<file path="config.mk">
export PLATFORM = sky130hd
export DESIGN_NAME = cste_cell
export DESIGN_NICKNAME = d
export VERILOG_FILES = /design/src/rtl/cste_pkg.sv /design/src/rtl/cste_cell.sv
export SDC_FILE = /design/constraint.sdc
export NUM_CORES = 1
export LEC_CHECK = 0
export BUFFER_PORTS_ARGS = -buffer_cell sky130_fd_sc_hd__buf_2
export CAP_MARGIN = 20
export CORE_AREA = 2 2 297 299
export CTS_CLUSTER_SIZE = 25
export DETAILED_ROUTE_END_ITERATION = 8
export DIE_AREA = 0 0 299 301
export MAX_ROUTING_LAYER = met4
export PLACE_DENSITY = 0.35
export SLEW_MARGIN = 40
export SYNTH_ARGS = -nofsm -noshare
export SYNTH_HDL_FRONTEND = slang
export SYNTH_SLANG_ARGS = --single-unit
export TNS_END_PERCENT = 1
</file>
<file path="constraint.sdc">
create_clock -name aclk -period 42 [get_ports aclk]
set_input_delay 8.4 -clock aclk [delete_from_list [all_inputs] [get_ports aclk]]
set_output_delay 8.4 -clock aclk [all_outputs]
set_load 0.01 [all_outputs]
</file>
<file path="src/rtl/cste_pkg.sv">
// ---------------------------------------------------------------------------
// cste_pkg: shared types and constants of the cubic spline table evaluator
// Knot record, search word travelling along the cell chain, default sizes.
// ---------------------------------------------------------------------------
package cste_pkg;

    localparam int DEF_MAX_KNOTS = 64;
    localparam int IDX_W         = 6;
    localparam int CNT_W         = 7;
    localparam int DATA_W        = 32;

    localparam logic [CNT_W-1:0] KNOT_COUNT_RESET = 7'd2;

    // operation codes
    localparam logic OP_LOAD  = 1'b0;
    localparam logic OP_QUERY = 1'b1;

    typedef struct packed {
        logic signed [DATA_W-1:0] x;
        logic signed [DATA_W-1:0] y;
        logic signed [DATA_W-1:0] c;
    } knot_t;

    // search word: query, outcome and the captured segment end points
    typedef struct packed {
        logic                     valid;
        logic                     found;
        logic                     direct;  // result is k0.y as it stands
        logic signed [DATA_W-1:0] qx;
        knot_t                    k0;
        knot_t                    k1;
    } token_t;

endpackage

</file>
<file path="src/rtl/cste_cell.sv">
// ---------------------------------------------------------------------------
// cste_cell: one knot of the table
// Holds one knot and tests the passing search word against it.
// ---------------------------------------------------------------------------
module cste_cell
    import cste_pkg::*;
#(
    parameter int K  = 0,
    parameter int IW = 6
) (
    input  logic             aclk,
    input  logic             aresetn,
    input  logic             wr_en,
    input  logic [IDX_W-1:0] wr_idx,
    input  knot_t            wr_knot,
    input  knot_t            prev_knot,
    input  logic [IW-1:0]    n_last,
    input  token_t           tok_in,
    output knot_t            knot_out,
    output token_t           tok_out
);

    knot_t  knot_reg;
    token_t tok_reg;
    token_t tok_next;
    logic   is_last;

    // write own knot on a matching load
    always_ff @(posedge aclk) begin
        if (wr_en && (32'(wr_idx) == K)) begin
            knot_reg <= wr_knot;
        end
    end

    assign is_last = (n_last == IW'(K));

    // test the word against this knot, capture the segment once found
    always_comb begin
        tok_next = tok_in;
        if (tok_in.valid && !tok_in.found) begin
            if (K == 0) begin
                if (tok_in.qx <= knot_reg.x) begin
                    tok_next.found  = 1'b1;
                    tok_next.direct = 1'b1;
                    tok_next.k0     = knot_reg;
                end
            end else if (is_last || (knot_reg.x >= tok_in.qx)) begin
                tok_next.found = 1'b1;
                if ((is_last && (tok_in.qx >= knot_reg.x)) || (knot_reg.x == tok_in.qx)) begin
                    tok_next.direct = 1'b1;
                    tok_next.k0     = knot_reg;
                end else begin
                    tok_next.direct = 1'b0;
                    tok_next.k0     = prev_knot;
                    tok_next.k1     = knot_reg;
                end
            end
        end
    end

    // hand the word on to the next cell
    always_ff @(posedge aclk) begin
        if (!aresetn) begin
            tok_reg.valid <= 1'b0;
        end else begin
            tok_reg.valid <= tok_next.valid;
        end
    end

    always_ff @(posedge aclk) begin
        tok_reg.found  <= tok_next.found;
        tok_reg.direct <= tok_next.direct;
        tok_reg.qx     <= tok_next.qx;
        tok_reg.k0     <= tok_next.k0;
        tok_reg.k1     <= tok_next.k1;
    end

    assign knot_out = knot_reg;
    assign tok_out  = tok_reg;

endmodule

</file>
=== After elaboration in Yosys (flattened, before gate mapping) ===
Index checks and enable logic that the tools add are counted.

* $lt $le $gt $ge: 1
* Mux-type cells: 4
* Reductions and logical operators: 4

{| class="wikitable"
|+ Operator list
! kind !! count
|-
| $mux W192 || 1
|-
| $mux W96 || 1
|-
| $le A32 B32 Y1 || 1
|-
| $logic_not A6 Y1 || 1
|-
| $mux W2 || 2
|-
| $logic_and A1 B1 Y1 || 2
|-
| $logic_not A1 Y1 || 1
|}

* Flip-flop bits (word level): 323
* Output and inout bits: 323

=== Longest topological paths before layout ===
* Word-level depth: 3
* Gate-level depth with buffers: 11

=== Least setup slack after synthesis ===
OpenSTA, ideal clock, no wires.

* Path kind: input-to-reg
* Start: input port wr_idx[2]
* End: register knot_reg, in the netlist knot_out[0] (enable)
* Setup time: 0.797 ns
* Arrival: 18.126 ns
* Slack: 23.076 ns
* Cell stages on the path: 2
* Path buffers: 0
* Cells stage by stage: or4b_2 -> nor4_1

* Cells in the longest elaborated chain, start to end: 2

{| class="wikitable"
|+ RTL lines
! what !! line !! text
|-
| start, declared || cste_cell.sv:14 || <nowiki>input logic [IDX_W-1:0] wr_idx,</nowiki>
|-
| $logic_not A6 Y1 || cste_cell.sv:30 || <nowiki>if (wr_en && (32'(wr_idx) == K)) begin</nowiki>
|-
| $logic_and A1 B1 Y1 || cste_cell.sv:30 ||
|-
| end signal, assigned || cste_cell.sv:31 || <nowiki>knot_reg <= wr_knot;</nowiki>
|-
| end, declared || cste_cell.sv:23 || <nowiki>knot_t knot_reg;</nowiki>
|}

No other way between the ends.
A chain may end at the register's enable or synchronous reset.

==> impl_metrics.env <==
export IMPL_drive_gt1_share_pct=50.9
export IMPL_worstPathRequired_ns=42.41
export IMPL_grt_pass1_vias=9175
export IMPL_synth_mux_area_share_pct=0
export IMPL_yosys_area_share_xor_xnor_pct=0
export IMPL_clk_path_buf_depth=3
export IMPL_nets=1884
export IMPL_gp_congestion=0.848
export IMPL_first_pass_iters=4
export IMPL_synth_cell_types=39
export IMPL_antenna_found_initial=15
export IMPL_status="complete, no violations"
export IMPL_synth_area_leader_cell="dfxtp_1"
export IMPL_cts_max_level=2
export IMPL_synthAdderAreaFrac_pct=4.08
export IMPL_grt_pass1_wl_mm=64.7
export IMPL_placed_area_um2=14500
export IMPL_dp_hpwl_mm=36.8
export IMPL_clock_sinks=323
export IMPL_min_period_over_period_pct=27.4
export IMPL_syn_avg_cell_area_um2=13.1
export IMPL_track_usage_pct=10.4
export IMPL_syn_inst=752
export IMPL_cts_buffers=42
export IMPL_irDropWorstVdd_mv=0.0301
export IMPL_viasPerCell=3.27
export IMPL_finalInstanceArea_um2=16000
export IMPL_grt_ovfl_total=0
export IMPL_synth_seq_cells=323
export IMPL_fp_row_count=108
export IMPL_pin_count=757
export IMPL_root_buffer="clkbuf_16"
export IMPL_path_cells="buf_2, ha_1, nand4_1, nor4_1, o21ai_0, a31oi_1, o21ba_4, buf_4, o32ai_1"
export IMPL_ant_nets=0
export IMPL_synthesis_nets=1218
export IMPL_routedWlPerCell_um=18.2
export IMPL_crit_slowest_cell="buf_4"
export IMPL_place_ws_ns=29.69
export IMPL_hold_viol_final=0
export IMPL_fp_dieH_um=301
export IMPL_core_area_um2=86500
export IMPL_fin_ws_ns=30.51
export IMPL_ys_warnings_count=0
export IMPL_worst_pin_slew_ns=0.824
export IMPL_clk_latency_ns=0.60
export IMPL_critPathCaptureType="register"
export IMPL_synth_top_family_by_area="compound AO/OA/AOI/OAI gates"
export IMPL_cts_tree="yes"
export IMPL_holdWs_ns=0.554
export IMPL_finalMaxSlewViolations=0
export IMPL_critPathMaxFanout=58
export IMPL_synth_ff_type="dfxtp_1"
export IMPL_synth_simple_area_share_pct=7.96
export IMPL_fin_total_pwr_uw=779
export IMPL_die_w_um=299
export IMPL_ctsResizeCount=0
export IMPL_vias=8566
export IMPL_slowest_delay_ns=0.74
export IMPL_slew_headroom_pct=45.1
export IMPL_min_path_type="reg -> reg"
export IMPL_setup_tns_ns=0
export IMPL_nFillCells=9674
export IMPL_synth_top_cells_by_count="227 x dfxtp_1, 169 x nand2_1, 96 x edfxtp_1"
export IMPL_synth_edf_count=96
export IMPL_post_cts_buffers=0
export IMPL_grt_max_degree=72
export IMPL_synth_top_area_share_pct=46.3
export IMPL_start_kind="input port"
export IMPL_drv_cap=0
export IMPL_drt_wl_total_mm=47.7
export IMPL_syn_to_final_growth_pct=62.6
export IMPL_synth_compound_area_share_pct=8.97
export IMPL_path_class="in -> reg"
export IMPL_async_reset_ff_share_pct=0
export IMPL_port_buffers=654
export IMPL_fin_crit_ns=11.49
export IMPL_power_density_nw_per_um2=48.8
export IMPL_regToRegSetupSlack_ns=37.96
export IMPL_drt_iter0_markers=316
export IMPL_initial_utilization_pct=11.4
export IMPL_leakage_nw=7.28
export IMPL_setup_violations=0
export IMPL_rsz0062_at_grt="no"
export IMPL_synth_cell_area_um2=9820
export IMPL_arrival_ns=11.90
export IMPL_fin_worst_skew_ns=0.0254
export IMPL_path_clk_slew_ns=0.06
export IMPL_die_area_um2=90000
export IMPL_hold_buffers=0
export IMPL_drc=0
export IMPL_synth_seq_area_share_pct=75.6
export IMPL_yosysMostFrequentCell="dfxtp_1"
export IMPL_synth_area_leaders="dfxtp_1 46%, edfxtp_1 29%, nand2_1 6.5%, o22ai_1 4.1%, ha_1 4.1%"
export IMPL_max_freq_mhz=87.0
-- cell type report --
| cell class | instances | area, um2 | share of cell area, % |
|---|---|---|---|
| Antenna cell | 11 | 27.5 | 0.172 |
| Clock buffer | 66 | 1330 | 8.31 |
| Clock inverter | 12 | 145 | 0.909 |
| Inverter | 35 | 131 | 0.822 |
| Multi-Input combinational cell | 352 | 2100 | 13.2 |
| Sequential cell | 323 | 7430 | 46.5 |
| Tap cell | 1155 | 1450 | 9.05 |
| Timing Repair Buffer | 664 | 3370 | 21.1 |
-- state kept, by name (all words and copies together), names as in the netlist --
| register | count |
|---|---|
| knot_out | 96 |
| tok_out | 227 |
-- stage by stage --
| step | util (%) | instances |
|---|---|---|
| after global placement | 16.7 | 2528 |
| final | 18.5 | 2618 |
| after detailed placement | 16.7 | 2529 |
| after global routing | 18.5 | 2616 |
| after floorplan | - | 752 |
| after CTS | 18.4 | 2607 |
-- kinds of logic (layout without fill, tap and decap cells) --
family / count (synthesis) / after routing
AO/OA/AOI/OAI: 126 / 126
other: 0 / 11
adder cells (fa/ha/maj): 32 / 32
flip-flops: 323 / 323
AND/OR/NAND/NOR: 194 / 194
buffers and inverters: 77 / 777
-- final timing paths --
kind                            cells past startpoint    startpoint      endpoint
worst max-delay path                                9   tok_in[203]  tok_out[183]
worst min-delay path                                2   knot_out[7]  tok_out[103]
worst max register to register                      9  knot_out[73]  tok_out[183]
worst min register to register                      2   knot_out[7]  tok_out[103]
-- per-layer routing --
metal  GRT usage, %  vias up  part of all wire [%]
met5              -        -                     0
met4           4.32        0                   2.9
met3           3.97       80                   9.0
met2           16.9      489                    48
met1           11.4     3997                    40
li1               -     4000                     -
-- worst max-delay path: cells and delay by family --
family | cells | cell delay, ns
simple gates | 2 | 0.89
buf+inv | 2 | 0.85
compound gates | 4 | 1.38
fa+ha+maj | 1 | 0.30
-- layout by cell type (no fill, tap or decap), drive strengths merged --
cell type,count
clkinvlp,2
o311ai,1
a21o,1
a31oi,1
o32ai,31
nor2b,2
nor3,1
a22oi,1
nor4,3
ha,32
edfxtp,96
dfxtp,227
and3,1
clkbuf,66
o21ba,1
o21bai,2
o22ai,65
buf,664
and2,1
or4b,1
o211a,1
a2111oi,1
or3,1
nand4,6
or2,1
nand3,1
nand2b,1
o21ai,5
nand2,169
and4,1
diode,11
a21oi,12
inv,38
nor2,5
clkinv,5
a211oi,3
a32o,1
bufinv,2
-- power breakdown --
| group | leakage, nW | internal, mW | switching (mW) |
|---|---|---|---|
| registers | 2.78 | 0.335 | 0.00398 |
| clock network | 0.717 | 0.231 | 0.149 |
| logic | 3.78 | 0.0264 | 0.0332 |
| total | 7.28 | 0.593 | 0.186 |
Note: power is estimated with default switching activity, not from simulation.
